File: config.mk
export PLATFORM = sky130hd
export DESIGN_NAME = image_diff_tolerance_check_core_flat
export DESIGN_NICKNAME = d
export VERILOG_FILES = /design/src/hw/rtl/idtc_pkg.sv /design/src/hw/rtl/idtc_if.sv /design/src/hw/rtl/idtc_lane.sv /design/src/hw/rtl/idtc_merge.sv /design/src/hw/rtl/image_diff_tolerance_check_core.sv /design/src/flat_wrapper.sv
export SDC_FILE = /design/constraint.sdc
export NUM_CORES = 1
export LEC_CHECK = 0
export BUFFER_PORTS_ARGS = -buffer_cell sky130_fd_sc_hd__buf_2
export CAP_MARGIN = 20
export CELL_PAD_IN_SITES_DETAIL_PLACEMENT = 1
export CELL_PAD_IN_SITES_GLOBAL_PLACEMENT = 1
export CORE_MARGIN = 8
export CORE_UTILIZATION = 30
export CTS_BUF_LIST = sky130_fd_sc_hd__clkbuf_4
export DETAILED_ROUTE_END_ITERATION = 10
export GPL_TIMING_DRIVEN = 0
export PLACE_DENSITY = 0.58
export SETUP_SLACK_MARGIN = 0.05
export SYNTH_ARGS = -nofsm -noshare
export SYNTH_HDL_FRONTEND = slang
export SYNTH_HIERARCHICAL = 1
export SYNTH_SLANG_ARGS = --single-unit
File: constraint.sdc
create_clock -name clock -period 14.9 [get_ports clock]
set_input_delay 2.98 -clock clock [delete_from_list [all_inputs] [get_ports clock]]
set_output_delay 2.98 -clock clock [all_outputs]
set_load 0.03 [all_outputs]
File: src/hw/rtl/idtc_pkg.sv
`default_nettype none
// ----------------------------------------------------------------------------
// idtc_pkg: shared types and constants of the image diff tolerance check
// Channel widths, register indexes, lane and result structs.
// ----------------------------------------------------------------------------
package idtc_pkg;

   // fixed pixel format: four byte channels per beat
   localparam int NUM_CH     = 4;
   localparam int CH_W       = 8;
   localparam int FAIL_IDX_W = 24;
   localparam int CHAN_CNT_W = 3;

   // configuration port
   localparam int CSR_IDX_W  = 8;
   localparam int CSR_DATA_W = 8;
   localparam logic [CSR_IDX_W-1:0] CSR_TOLERANCE = 8'd0;
   localparam logic [CSR_IDX_W-1:0] CSR_CHANNELS  = 8'd1;

   // reset values and marking color
   localparam logic [CH_W-1:0]       TOL_RESET  = 8'd0;
   localparam logic [CHAN_CNT_W-1:0] CHAN_RESET = 3'd4;
   localparam logic [CH_W-1:0]       FAIL_COLOR = 8'hff;

   typedef logic [CH_W-1:0] chan_byte_type;

   // what one lane reports to the merge stage
   typedef struct packed {
      chan_byte_type delta;
      logic          exceed;
   } lane_res_type;

   // one result beat
   typedef struct packed {
      chan_byte_type [NUM_CH-1:0] delta;
      chan_byte_type [NUM_CH-1:0] marked;
      logic                       pixel_breach;
      logic                       image_pass_so_far;
      logic [FAIL_IDX_W-1:0]      first_fail_pixel;
      logic                       end_of_image_out;
   } rsp_type;

endpackage
`default_nettype wire

File: src/hw/rtl/idtc_if.sv
`default_nettype none
// ----------------------------------------------------------------------------
// idtc_if: channel interfaces of the image diff tolerance check
// Pixel pair request, compare response and register write channels.
// ----------------------------------------------------------------------------

// pixel pair request channel
interface idtc_req_if;
   logic valid;
   logic ready;
   logic [idtc_pkg::CH_W-1:0] test_c0;
   logic [idtc_pkg::CH_W-1:0] test_c1;
   logic [idtc_pkg::CH_W-1:0] test_c2;
   logic [idtc_pkg::CH_W-1:0] test_c3;
   logic [idtc_pkg::CH_W-1:0] base_c0;
   logic [idtc_pkg::CH_W-1:0] base_c1;
   logic [idtc_pkg::CH_W-1:0] base_c2;
   logic [idtc_pkg::CH_W-1:0] base_c3;
   logic end_of_image;

   modport source (output valid, test_c0, test_c1, test_c2, test_c3,
                   base_c0, base_c1, base_c2, base_c3, end_of_image,
                   input ready);
   modport sink   (input valid, test_c0, test_c1, test_c2, test_c3,
                   base_c0, base_c1, base_c2, base_c3, end_of_image,
                   output ready);
endinterface

// compare result channel
interface idtc_rsp_if;
   logic valid;
   logic ready;
   logic [idtc_pkg::CH_W-1:0] delta_c0;
   logic [idtc_pkg::CH_W-1:0] delta_c1;
   logic [idtc_pkg::CH_W-1:0] delta_c2;
   logic [idtc_pkg::CH_W-1:0] delta_c3;
   logic [idtc_pkg::CH_W-1:0] marked_c0;
   logic [idtc_pkg::CH_W-1:0] marked_c1;
   logic [idtc_pkg::CH_W-1:0] marked_c2;
   logic [idtc_pkg::CH_W-1:0] marked_c3;
   logic pixel_breach;
   logic image_pass_so_far;
   logic [idtc_pkg::FAIL_IDX_W-1:0] first_fail_pixel;
   logic end_of_image_out;

   modport source (output valid, delta_c0, delta_c1, delta_c2, delta_c3,
                   marked_c0, marked_c1, marked_c2, marked_c3, pixel_breach,
                   image_pass_so_far, first_fail_pixel, end_of_image_out,
                   input ready);
   modport sink   (input valid, delta_c0, delta_c1, delta_c2, delta_c3,
                   marked_c0, marked_c1, marked_c2, marked_c3, pixel_breach,
                   image_pass_so_far, first_fail_pixel, end_of_image_out,
                   output ready);
endinterface

// register write channel
interface idtc_csr_if;
   logic valid;
   logic ready;
   logic [idtc_pkg::CSR_IDX_W-1:0]  index;
   logic [idtc_pkg::CSR_DATA_W-1:0] data;

   modport source (output valid, index, data, input ready);
   modport sink   (input valid, index, data, output ready);
endinterface
`default_nettype wire

File: src/hw/rtl/idtc_lane.sv
`default_nettype none
// ----------------------------------------------------------------------------
// idtc_lane: one channel compare lane
// Absolute byte difference and tolerance test for one channel.
// ----------------------------------------------------------------------------
module idtc_lane (
   input  wire logic [idtc_pkg::CH_W-1:0] test_byte,
   input  wire logic [idtc_pkg::CH_W-1:0] base_byte,
   input  wire logic                      active,
   input  wire logic [idtc_pkg::CH_W-1:0] tolerance,
   output idtc_pkg::lane_res_type         lane_res
);

   logic [idtc_pkg::CH_W-1:0] abs_diff;

   // |test - base|
   assign abs_diff = (test_byte > base_byte) ? (test_byte - base_byte)
                                             : (base_byte - test_byte);

   // inactive channels read zero and never fail
   assign lane_res.delta  = active ? abs_diff : '0;
   assign lane_res.exceed = active && (abs_diff > tolerance);

endmodule
`default_nettype wire

File: src/hw/rtl/idtc_merge.sv
`default_nettype none
// ----------------------------------------------------------------------------
// idtc_merge: lane merge and image tracking
// ORs lane breaches, builds the marked pixel and keeps the per-image
// pass flag, pixel index and first failing index.
// ----------------------------------------------------------------------------
module idtc_merge #(
   parameter int PIXEL_INDEX_BITS = 24
) (
   input  wire logic                                      clock,
   input  wire logic                                      reset,
   input  wire logic                                      accept,
   input  wire logic                                      end_of_image,
   input  wire logic [idtc_pkg::NUM_CH-1:0]               active,
   input  idtc_pkg::lane_res_type [idtc_pkg::NUM_CH-1:0]  lane_res,
   output idtc_pkg::rsp_type                              result
);

   logic                        pass_ff,  pass_in;
   logic [PIXEL_INDEX_BITS-1:0] count_ff, count_in;
   logic [PIXEL_INDEX_BITS-1:0] first_ff, first_in;

   logic                        breach;
   logic                        pass_now;
   logic [PIXEL_INDEX_BITS-1:0] first_now;
   logic [31:0]                 first_wide;

   // breach if any lane exceeded
   always_comb begin
      breach = 1'b0;
      for (int c = 0; c < idtc_pkg::NUM_CH; c++) begin
         breach = breach | lane_res[c].exceed;
      end
   end

   // running state including this pixel
   assign pass_now   = pass_ff & ~breach;
   assign first_now  = (pass_ff && breach) ? count_ff : first_ff;
   assign first_wide = 32'(first_now);

   // result fields
   always_comb begin
      for (int c = 0; c < idtc_pkg::NUM_CH; c++) begin
         result.delta[c]  = lane_res[c].delta;
         result.marked[c] = (active[c] && breach) ? idtc_pkg::FAIL_COLOR
                                                  : lane_res[c].delta;
      end
      result.pixel_breach      = breach;
      result.image_pass_so_far = pass_now;
      result.first_fail_pixel  = pass_now ? '0
                                 : first_wide[idtc_pkg::FAIL_IDX_W-1:0];
      result.end_of_image_out  = end_of_image;
   end

   // next state on an accepted beat: end of image clears, else advance the pixel index
   always_comb begin
      pass_in  = pass_ff;
      count_in = count_ff;
      first_in = first_ff;
      if (accept) begin
         if (end_of_image) begin
            pass_in  = 1'b1;
            count_in = '0;
            first_in = '0;
         end else begin
            pass_in  = pass_now;
            count_in = count_ff + 1'b1;
            first_in = first_now;
         end
      end
   end

   always_ff @(posedge clock) begin
      if (reset) begin
         pass_ff  <= 1'b1;
         count_ff <= '0;
         first_ff <= '0;
      end else begin
         pass_ff  <= pass_in;
         count_ff <= count_in;
         first_ff <= first_in;
      end
   end

endmodule
`default_nettype wire

File: src/hw/rtl/image_diff_tolerance_check_core.sv
`default_nettype none
// ----------------------------------------------------------------------------
// image_diff_tolerance_check_core: pixel pair compare against a tolerance
// Takes one test/baseline pixel pair per clock while ready and returns channel deltas,
// a marked pixel and the running pass state of the image.
// ----------------------------------------------------------------------------
// A pixel pair is taken every clock while the request side is ready. The
// channel lanes compute all differences in parallel and the merge stage
// combines them in the same cycle into the result register, so the sustained
// rate is one pixel per clock while the response side does not stall. A
// two-entry result buffer keeps the request side ready for one further beat
// while the response side stalls. Register writes take effect on the next
// beat; write them only while no pixel is in flight.
// ----------------------------------------------------------------------------
module image_diff_tolerance_check_core #(
   parameter int MAX_CHANNELS     = 4,
   parameter int PIXEL_INDEX_BITS = 24
) (
   input  wire logic   clock,
   input  wire logic   reset,
   idtc_req_if.sink    req_ch,
   idtc_rsp_if.source  rsp_ch,
   idtc_csr_if.sink    csr_ch
);

   localparam logic [idtc_pkg::CHAN_CNT_W-1:0] MAX_CNT =
      idtc_pkg::CHAN_CNT_W'(MAX_CHANNELS);

   // configuration registers
   logic [idtc_pkg::CH_W-1:0]       tol_ff,  tol_in;
   logic [idtc_pkg::CHAN_CNT_W-1:0] chan_ff, chan_in;

   // result buffer
   logic               out_valid_ff,  out_valid_in;
   logic               skid_valid_ff, skid_valid_in;
   idtc_pkg::rsp_type  out_ff,  out_in;
   idtc_pkg::rsp_type  skid_ff, skid_in;

   logic                                        req_fire;
   logic                                        rsp_fire;
   logic [idtc_pkg::CHAN_CNT_W-1:0]             act_cnt;
   logic [idtc_pkg::NUM_CH-1:0]                 active;
   idtc_pkg::chan_byte_type [idtc_pkg::NUM_CH-1:0] test_px;
   idtc_pkg::chan_byte_type [idtc_pkg::NUM_CH-1:0] base_px;
   idtc_pkg::lane_res_type  [idtc_pkg::NUM_CH-1:0] lane_res;
   idtc_pkg::rsp_type                           new_rsp;

   // register writes are always taken
   assign csr_ch.ready = 1'b1;

   always_comb begin
      tol_in  = tol_ff;
      chan_in = chan_ff;
      if (csr_ch.valid) begin
         case (csr_ch.index)
            idtc_pkg::CSR_TOLERANCE: tol_in  = csr_ch.data;
            idtc_pkg::CSR_CHANNELS:  chan_in = csr_ch.data[idtc_pkg::CHAN_CNT_W-1:0];
            default: ;
         endcase
      end
   end

   always_ff @(posedge clock) begin
      if (reset) begin
         tol_ff  <= idtc_pkg::TOL_RESET;
         chan_ff <= idtc_pkg::CHAN_RESET;
      end else begin
         tol_ff  <= tol_in;
         chan_ff <= chan_in;
      end
   end

   // handshakes
   assign req_ch.ready = ~skid_valid_ff;
   assign req_fire     = req_ch.valid & ~skid_valid_ff;
   assign rsp_fire     = out_valid_ff & rsp_ch.ready;

   // active channel mask, count saturated to the lane count
   assign act_cnt = (chan_ff > MAX_CNT) ? MAX_CNT : chan_ff;

   always_comb begin
      for (int c = 0; c < idtc_pkg::NUM_CH; c++) begin
         active[c] = (idtc_pkg::CHAN_CNT_W'(c) < act_cnt);
      end
   end

   assign test_px = {req_ch.test_c3, req_ch.test_c2, req_ch.test_c1, req_ch.test_c0};
   assign base_px = {req_ch.base_c3, req_ch.base_c2, req_ch.base_c1, req_ch.base_c0};

   // channel lanes; channels past the lane count read zero
   for (genvar g = 0; g < idtc_pkg::NUM_CH; g++) begin : g_lane
      if (g < MAX_CHANNELS) begin : g_on
         idtc_lane u_lane (
            .test_byte (test_px[g]),
            .base_byte (base_px[g]),
            .active    (active[g]),
            .tolerance (tol_ff),
            .lane_res  (lane_res[g])
         );
      end else begin : g_off
         assign lane_res[g] = '0;
      end
   end

   // merge lanes and track the image
   idtc_merge #(
      .PIXEL_INDEX_BITS (PIXEL_INDEX_BITS)
   ) u_merge (
      .clock        (clock),
      .reset        (reset),
      .accept       (req_fire),
      .end_of_image (req_ch.end_of_image),
      .active       (active),
      .lane_res     (lane_res),
      .result       (new_rsp)
   );

   // two-entry result buffer: output register plus skid
   always_comb begin
      out_valid_in  = out_valid_ff;
      skid_valid_in = skid_valid_ff;
      out_in        = out_ff;
      skid_in       = skid_ff;
      if (rsp_fire || !out_valid_ff) begin
         if (skid_valid_ff) begin
            out_in        = skid_ff;
            out_valid_in  = 1'b1;
            skid_valid_in = 1'b0;
         end else begin
            out_in       = new_rsp;
            out_valid_in = req_fire;
         end
      end else if (req_fire) begin
         skid_in       = new_rsp;
         skid_valid_in = 1'b1;
      end
   end

   always_ff @(posedge clock) begin
      if (reset) begin
         out_valid_ff  <= 1'b0;
         skid_valid_ff <= 1'b0;
      end else begin
         out_valid_ff  <= out_valid_in;
         skid_valid_ff <= skid_valid_in;
      end
   end

   always_ff @(posedge clock) begin
      out_ff  <= out_in;
      skid_ff <= skid_in;
   end

   // response fields
   assign rsp_ch.valid             = out_valid_ff;
   assign rsp_ch.delta_c0          = out_ff.delta[0];
   assign rsp_ch.delta_c1          = out_ff.delta[1];
   assign rsp_ch.delta_c2          = out_ff.delta[2];
   assign rsp_ch.delta_c3          = out_ff.delta[3];
   assign rsp_ch.marked_c0         = out_ff.marked[0];
   assign rsp_ch.marked_c1         = out_ff.marked[1];
   assign rsp_ch.marked_c2         = out_ff.marked[2];
   assign rsp_ch.marked_c3         = out_ff.marked[3];
   assign rsp_ch.pixel_breach      = out_ff.pixel_breach;
   assign rsp_ch.image_pass_so_far = out_ff.image_pass_so_far;
   assign rsp_ch.first_fail_pixel  = out_ff.first_fail_pixel;
   assign rsp_ch.end_of_image_out  = out_ff.end_of_image_out;

   // skid entry only ever sits behind a full output register
   a_skid_behind_out: assert property (@(posedge clock) disable iff (reset)
      skid_valid_ff |-> out_valid_ff)
      else $error("skid entry without output entry");

   // an accepted beat always shows up on the output side
   a_accept_shows: assert property (@(posedge clock) disable iff (reset)
      req_fire |=> out_valid_ff)
      else $error("accepted beat not buffered");

   // a breaching pixel can never leave the image passing
   a_breach_fails: assert property (@(posedge clock) disable iff (reset)
      out_valid_ff && out_ff.pixel_breach |-> !out_ff.image_pass_so_far)
      else $error("breach reported with image still passing");

   // passing image reports index zero
   a_pass_zero_idx: assert property (@(posedge clock) disable iff (reset)
      out_valid_ff && out_ff.image_pass_so_far |-> out_ff.first_fail_pixel == '0)
      else $error("nonzero fail index on passing image");

endmodule
`default_nettype wire

File: src/flat_wrapper.sv
// flat-port wrapper written by rule: the top's interface ports become plain ports
module image_diff_tolerance_check_core_flat 
#(
   parameter int MAX_CHANNELS     = 4,
   parameter int PIXEL_INDEX_BITS = 24
)
  (clock, reset, req_ch_valid, req_ch_test_c0, req_ch_test_c1, req_ch_test_c2, req_ch_test_c3, req_ch_base_c0, req_ch_base_c1, req_ch_base_c2, req_ch_base_c3, req_ch_end_of_image, req_ch_ready, rsp_ch_valid, rsp_ch_delta_c0, rsp_ch_delta_c1, rsp_ch_delta_c2, rsp_ch_delta_c3, rsp_ch_marked_c0, rsp_ch_marked_c1, rsp_ch_marked_c2, rsp_ch_marked_c3, rsp_ch_pixel_breach, rsp_ch_image_pass_so_far, rsp_ch_first_fail_pixel, rsp_ch_end_of_image_out, rsp_ch_ready, csr_ch_valid, csr_ch_index, csr_ch_data, csr_ch_ready);
  idtc_req_if req_ch_i ();
  idtc_rsp_if rsp_ch_i ();
  idtc_csr_if csr_ch_i ();
  input  wire logic clock;
  input  wire logic reset;
  input wire logic [$bits(req_ch_i.valid)-1:0] req_ch_valid;
  input wire logic [$bits(req_ch_i.test_c0)-1:0] req_ch_test_c0;
  input wire logic [$bits(req_ch_i.test_c1)-1:0] req_ch_test_c1;
  input wire logic [$bits(req_ch_i.test_c2)-1:0] req_ch_test_c2;
  input wire logic [$bits(req_ch_i.test_c3)-1:0] req_ch_test_c3;
  input wire logic [$bits(req_ch_i.base_c0)-1:0] req_ch_base_c0;
  input wire logic [$bits(req_ch_i.base_c1)-1:0] req_ch_base_c1;
  input wire logic [$bits(req_ch_i.base_c2)-1:0] req_ch_base_c2;
  input wire logic [$bits(req_ch_i.base_c3)-1:0] req_ch_base_c3;
  input wire logic [$bits(req_ch_i.end_of_image)-1:0] req_ch_end_of_image;
  output wire logic [$bits(req_ch_i.ready)-1:0] req_ch_ready;
  output wire logic [$bits(rsp_ch_i.valid)-1:0] rsp_ch_valid;
  output wire logic [$bits(rsp_ch_i.delta_c0)-1:0] rsp_ch_delta_c0;
  output wire logic [$bits(rsp_ch_i.delta_c1)-1:0] rsp_ch_delta_c1;
  output wire logic [$bits(rsp_ch_i.delta_c2)-1:0] rsp_ch_delta_c2;
  output wire logic [$bits(rsp_ch_i.delta_c3)-1:0] rsp_ch_delta_c3;
  output wire logic [$bits(rsp_ch_i.marked_c0)-1:0] rsp_ch_marked_c0;
  output wire logic [$bits(rsp_ch_i.marked_c1)-1:0] rsp_ch_marked_c1;
  output wire logic [$bits(rsp_ch_i.marked_c2)-1:0] rsp_ch_marked_c2;
  output wire logic [$bits(rsp_ch_i.marked_c3)-1:0] rsp_ch_marked_c3;
  output wire logic [$bits(rsp_ch_i.pixel_breach)-1:0] rsp_ch_pixel_breach;
  output wire logic [$bits(rsp_ch_i.image_pass_so_far)-1:0] rsp_ch_image_pass_so_far;
  output wire logic [$bits(rsp_ch_i.first_fail_pixel)-1:0] rsp_ch_first_fail_pixel;
  output wire logic [$bits(rsp_ch_i.end_of_image_out)-1:0] rsp_ch_end_of_image_out;
  input wire logic [$bits(rsp_ch_i.ready)-1:0] rsp_ch_ready;
  input wire logic [$bits(csr_ch_i.valid)-1:0] csr_ch_valid;
  input wire logic [$bits(csr_ch_i.index)-1:0] csr_ch_index;
  input wire logic [$bits(csr_ch_i.data)-1:0] csr_ch_data;
  output wire logic [$bits(csr_ch_i.ready)-1:0] csr_ch_ready;
  assign req_ch_i.valid = req_ch_valid;
  assign req_ch_i.test_c0 = req_ch_test_c0;
  assign req_ch_i.test_c1 = req_ch_test_c1;
  assign req_ch_i.test_c2 = req_ch_test_c2;
  assign req_ch_i.test_c3 = req_ch_test_c3;
  assign req_ch_i.base_c0 = req_ch_base_c0;
  assign req_ch_i.base_c1 = req_ch_base_c1;
  assign req_ch_i.base_c2 = req_ch_base_c2;
  assign req_ch_i.base_c3 = req_ch_base_c3;
  assign req_ch_i.end_of_image = req_ch_end_of_image;
  assign req_ch_ready = req_ch_i.ready;
  assign rsp_ch_valid = rsp_ch_i.valid;
  assign rsp_ch_delta_c0 = rsp_ch_i.delta_c0;
  assign rsp_ch_delta_c1 = rsp_ch_i.delta_c1;
  assign rsp_ch_delta_c2 = rsp_ch_i.delta_c2;
  assign rsp_ch_delta_c3 = rsp_ch_i.delta_c3;
  assign rsp_ch_marked_c0 = rsp_ch_i.marked_c0;
  assign rsp_ch_marked_c1 = rsp_ch_i.marked_c1;
  assign rsp_ch_marked_c2 = rsp_ch_i.marked_c2;
  assign rsp_ch_marked_c3 = rsp_ch_i.marked_c3;
  assign rsp_ch_pixel_breach = rsp_ch_i.pixel_breach;
  assign rsp_ch_image_pass_so_far = rsp_ch_i.image_pass_so_far;
  assign rsp_ch_first_fail_pixel = rsp_ch_i.first_fail_pixel;
  assign rsp_ch_end_of_image_out = rsp_ch_i.end_of_image_out;
  assign rsp_ch_i.ready = rsp_ch_ready;
  assign csr_ch_i.valid = csr_ch_valid;
  assign csr_ch_i.index = csr_ch_index;
  assign csr_ch_i.data = csr_ch_data;
  assign csr_ch_ready = csr_ch_i.ready;
  image_diff_tolerance_check_core #(.MAX_CHANNELS(MAX_CHANNELS), .PIXEL_INDEX_BITS(PIXEL_INDEX_BITS)) u_core (.clock(clock), .reset(reset), .req_ch(req_ch_i), .rsp_ch(rsp_ch_i), .csr_ch(csr_ch_i));
endmodule
-- Word level (Yosys, flattened, before mapping)
Index checks and enable logic that the tools add are counted.
- reductions and logical operators: 16
- $add $sub $neg: 9
- shift operators: 0
- multipliers: 0
- bitwise logic cells: 9
- order comparisons: 13
- div/mod/pow operators: 0
- muxes and demuxes: 20
- eq/ne operators: 1
- operators by type and width (cell ; count):
    two-way mux 24 bit ; 4
    two-way mux 8 bit ; 12
    two-way mux 91 bit ; 1
    > comparator 8 bit ; 8
    subtractor 8 bit ; 8
    adder 24 x 1 -> 24 bit, second input constant ; 1
    logical AND 1 bit ; 9
    == test 8 x 1 -> 1 bit, second input constant ; 1
    zero test 8 bit ; 1
    less-than comparator 1 x 3 -> 1 bit, first input constant ; 2
    less-than comparator 2 x 3 -> 1 bit, first input constant ; 2
    AND reduction 2 bit ; 3
    bitwise AND 1 bit ; 3
    > comparator 3 bit, second input constant ; 1
    two-way mux 3 bit ; 1
    NOT 1 bit ; 3
    bitwise OR 1 bit ; 3
    two-way mux 1 bit ; 2
    OR reduction 2 bit ; 1
    zero test 1 bit ; 1
    logical OR 1 bit ; 1
- bits in read-only memories: 0
- bits in latches: 0
- output and inout bits: 94
- word-level logic and storage cells: 99
- input bits: 86
- memories: 0
- bits in writable memories: 0
- register bits: 244

-- Logic depth before layout (Yosys ltp)
- depth in word-level cells: 11
- depth in mapped cells: 22

-- Modules after synthesis
The synthesis kept the hierarchy.
- modules (own cells, without submodules) (module ; cells each ; sequential area each (µm²) ; times used ; area an instance (µm²)):
    image_diff_tolerance_check_core ; 351 ; 5725.5 ; 1 ; 7176.9
    idtc_merge ; 346 ; 980.9 ; 1 ; 2765.2
    idtc_lane at u_core.g_lane[1].g_on.u_lane ... ; 159 ; 0.0 ; 2 ; 1159.9
    idtc_lane at u_core.g_lane[0].g_on.u_lane ... ; 159 ; 0.0 ; 2 ; 1156.1

-- Least setup slack after synthesis
Ideal clock, no wire load.
- kind: input -> register
- from: in rsp_ch_ready
- to: reg u_core/skid_ff[0] in the netlist's numbering, enable pin
- data arrival time: 12.026 ns
- path buffers: 0
- stages on the path: 2
- library setup time: 0.670 ns
- slack: 2.204 ns
- cell sequence: nand2b_1 > nor3b_1
- longest elaborated chain between the ends: 4
- RTL lines (what ; line ; text):
    start: declaration ; flat_wrapper.sv:37 ; input wire logic [$bits(rsp_ch_i.ready)-1:0] rsp_ch_ready;
    bitwise AND 1 bit ; image_diff_tolerance_check_core.sv:76 ; assign rsp_fire = out_valid_ff & rsp_ch.ready;
    logical OR 1 bit ; image_diff_tolerance_check_core.sv:124 ; if (rsp_fire || !out_valid_ff) begin
    NOT 1 bit (no line) ; - ;
    AND reduction 2 bit (no line) ; - ;
    end signal: assignment ; image_diff_tolerance_check_core.sv:151 ; skid_ff <= skid_in;
    end: declaration ; image_diff_tolerance_check_core.sv:37 ; idtc_pkg::rsp_type skid_ff, skid_in;
Every way passes these cells.
A chain may end at the register's enable or synchronous reset.

==> flow_summary_export.csv <==
group,metric,value,unit
outcome,status,"finished clean",
cells_and_area,fin_cells,2251,
timing,setup_viol,0,
timing,setup-tns-final,0,ns
cells_and_area,nets,1778,
synthesis,synth_top_area_share,37.50,%
timing,fmax,134.9,MHz
timing,final_max_slew_viol_count,0,
pwr,power_density,104.9,mW/mm²
synthesis,synth_async_sr_flop_share,0,%
timing,finalCritPeriodShare,49.74,%
cts,root_buffer,"clkbuf_4",
synthesis,syn-mean-instance-area,10.93,µm²
synthesis,syn_area,0.01457,mm²
timing,final.setup_skew,0.06134,ns
floorplan,dieHeight,236.4,µm
floorplan,coreArea,0.04785,mm²
critical_path,cp.arrival,7.86,ns
synthesis,synth_nets,1520,
route,avgRoutedWirePerCell,18.04,µm
synthesis,synth-edff-count,182,
synthesis,synth_common_cells,"edfxtp_1, inv_1, ha_1, mux2_2, a21oi_1",
floorplan,die_area,0.05589,mm²
synthesis,synth_cells,1333,
cts,cts_tree,"done",
job,cap_violations,0,
timing,rsz0062_at_grt,"false",
synthesis,synth.area.top_cells,"edfxtp_1, dfxtp_1, ha_1, mux2_2, inv_1",
cts,cts_inserted_buffers,68,
route,vias,10870,
critical_path,startpoint_type,"input port",
grt,globalRouteTotalUtil,14.42,%
timing,timing_hold_violations_final,0,
grt,grt_pass1_vias,11900,
worst_hold_path,hp-class,"reg2reg",
placed_design,place_congestion,0.7570,
critical_path,regToRegEndpoint,"u_core/rsp_ch.first_fail_pixel[20]$_DFFE_PP_",
route,antenna_left,0,
grt,grt_start_max_net_pins,57,
cts,clkTransAtPathRegs,0.06,ns
synthesis,yosysSeqAreaShare,46.02,%
synthesis,synthDistinctLibCells,71,
synthesis,synth_ff_type,"edfxtp_1",
critical_path,path_cells,"buf_2 > inv_1 > ha_1 > inv_1 > fa_1 > nand3_1 > a21oi_2 > o21ai_4 > buf_8 > a21oi_2 > or3_1 > ha_1 > o21a_1 > o21ai_0 > a21oi_1 > o221a_2 > or4_1 > clkbuf_1 > buf_1 > nand3_1 > o21ai_0 > mux2_2",
critical_path,cpPeakStageDelay,0.74,ns
critical_path,crit_start,"req_ch_test_c1[0]",
cts,hold_buffers,0,
route,drt_iter0_drc,448,
floorplan,initial_utilization,30.46,%
critical_path,reg2reg_from,"u_core/tol_ff[1]$_SDFFE_PP0P_",
grt,grt_pass1_wl,65.01,mm
route,drt_pass1_iterations,4,
timing,slew_headroom,34.81,%
placed_design,placed_cells,2136,
critical_path,crit_type,"in2reg",
cts,clkSinkCount,244,
critical_path,r2r_slack,10.70,ns
grt,antenna_found_initial,2,
critical_path,crit_path_top_delay_cell,"or4_1",
route,vias_per_cell,4.828,
cells_and_area,syn_to_final_growth,18.30,%
pwr,ir_drop,28.92,µV
cells_and_area,drive_gt1_share,31.31,%
route,post-route-drc-count,0,
synthesis,ys_ff_latch,244,
floorplan,fp.dieW,236.4,µm
route,routed_wl,40.60,mm
cts,clockBufferDepth,3,
critical_path,crit_fanout,10,
critical_path,reg2reg_depth,13,
floorplan,rows,80,
synthesis,yosysWarnings,6,
critical_path,crit_end,"u_core/rsp_ch.first_fail_pixel[20]$_DFFE_PP_",
timing,fin_crit,7.411,ns
synthesis,synth_top_cell_by_area,"edfxtp_1",
cts,h-tree-depth,3,
cts,cts_setup_buffers,0,
floorplan,pin_count,180,
placed_design,post-dp-hpwl,31.78,mm
cts,ctsResizeCount,0,
timing,worstMarginPinSlew,0.9698,ns
synthesis,yosysMostFrequentCell,"edfxtp_1",
critical_path,endpoint_kind,"register",
critical_path,worst_ep_required_time,15.35,ns
pwr,power_leakage,0.006778,µW
cts,insertion_delay,0.70,ns
grt,grt-ovfl-total,0,
placed_design,port_buffers,178,
cells_and_area,fill_cells,5395,
[flip-flops by register name (all words and copies together), names as in the netlist]
signal and count:
u_core/chan_ff 3, u_core/rsp_ch.delta_c0 8, u_core/rsp_ch.delta_c1 8, u_core/rsp_ch.delta_c2 8
u_core/rsp_ch.delta_c3 8, u_core/rsp_ch.end_of_image_out 1, u_core/rsp_ch.first_fail_pixel 24, u_core/rsp_ch.image_pass_so_far 1
u_core/rsp_ch.marked_c0 8, u_core/rsp_ch.marked_c1 8, u_core/rsp_ch.marked_c2 8, u_core/rsp_ch.marked_c3 8
u_core/rsp_ch.pixel_breach 1, u_core/rsp_ch.valid 1, u_core/skid_ff 91, u_core/skid_valid_ff 1
u_core/tol_ff 8, u_core/u_merge/count_ff 24, u_core/u_merge/first_ff 24, u_core/u_merge/pass_ff 1
[report_power, final]
group | total [µW] | leakage (µW) | internal, µW | switching, µW
Sequential | 780 | 0.00220 | 768 | 11.3
Combinational | 416 | 0.00407 | 175 | 241
Clock | 612 | 0.000512 | 336 | 277
[cells by family after synthesis]
kind of cell	synth area share (%)
AND/OR/NAND/NOR	14.86
AO/OA/AOI/OAI	13.02
flip-flops	46.02
buffers and inverters	7.898
multiplexers	7.958
adder cells (fa/ha/maj)	9.083
XOR/XNOR	1.142
other	0.02573
[worst min-delay path by stage]
stage | slack (ns) | cells after the start | startpoint | endpoint
after floorplan | 0.44 | 1 | u_core/u_merge/first_ff[20]$_SDFFE_PP0P_ | u_core/u_merge/first_ff[20]$_SDFFE_PP0P_
final | 0.47 | 1 | u_core/u_merge/first_ff[17]$_SDFFE_PP0P_ | u_core/u_merge/first_ff[17]$_SDFFE_PP0P_
after global routing | 0.49 | 1 | u_core/u_merge/first_ff[4]$_SDFFE_PP0P_ | u_core/u_merge/first_ff[4]$_SDFFE_PP0P_
after global placement | 0.46 | 1 | u_core/u_merge/first_ff[17]$_SDFFE_PP0P_ | u_core/u_merge/first_ff[17]$_SDFFE_PP0P_
after detailed placement | 0.46 | 1 | u_core/u_merge/first_ff[13]$_SDFFE_PP0P_ | u_core/u_merge/first_ff[13]$_SDFFE_PP0P_
after CTS | 0.48 | 1 | u_core/u_merge/first_ff[10]$_SDFFE_PP0P_ | u_core/u_merge/first_ff[10]$_SDFFE_PP0P_
[worst max-delay path, delay by kind of cell]
family	cells	cell delay, ns
compound gates	8	1.16
fa+ha+maj	3	0.89
buf+inv	6	1.10
simple gates	4	1.43
mux	1	0.30
[cell usage in the layout (no fill, tap or decap), types with 20 or more instances in the layout]
| master | n |
|---|---|
| buf_2 | 193 |
| edfxtp_1 | 182 |
| inv_1 | 127 |
| clkbuf_4 | 98 |
| mux2_2 | 93 |
| ha_1 | 93 |
| a21oi_1 | 76 |
| o21ai_0 | 71 |
| nand2b_1 | 63 |
| dfxtp_1 | 62 |
| nand2_1 | 50 |
| buf_4 | 44 |
| nand3_1 | 42 |
| nor2_1 | 31 |
| a21o_1 | 27 |
| nand4_1 | 22 |
| a22o_1 | 21 |
| clkbuf_1 | 20 |
[final cells by class]
class                   count  area, µm²  share of cell area [%]
inverters                 127      476.7                   2.765
multi-input cells         860       6729                   39.03
repair buffers            188       1027                   5.958
clock buffers              98      735.7                   4.267
plain buffers             102      674.4                   3.912
clock inverters            16      118.9                  0.6895
diodes                      1      2.502                 0.01451
flip-flops and latches    244       6706                   38.90
well taps                 615      769.5                   4.463
[through the flow]
| stage | total power, µW | hold slack (ns) | util, % | instance area, µm² | worst slack (ns) |
|---|---|---|---|---|---|
| detailed placement | 1218 | 0.4597 | 34.24 | 16380 | 6.724 |
| finish | 1808 | 0.4735 | 36.03 | 17240 | 7.489 |
| global route | 1918 | 0.4871 | 36.03 | 17240 | 7.157 |
| CTS | 1849 | 0.4773 | 36.03 | 17240 | 7.524 |
| floorplan | 1091 | 0.4422 | - | 14570 | 2.204 |
| global placement | 1207 | 0.4555 | 33.93 | 16230 | -3.785 |
[metal layers]
layer	track usage (%)	vias to the layer above	share of wire, %
met2	24.96	186	49
met5	0	-	0.032
met1	17.81	5293	45
met3	2.833	49	4.1
met4	4.718	2	1.8
li1	-	5337	-
No activity file was read; power rests on OpenSTA's default activity.
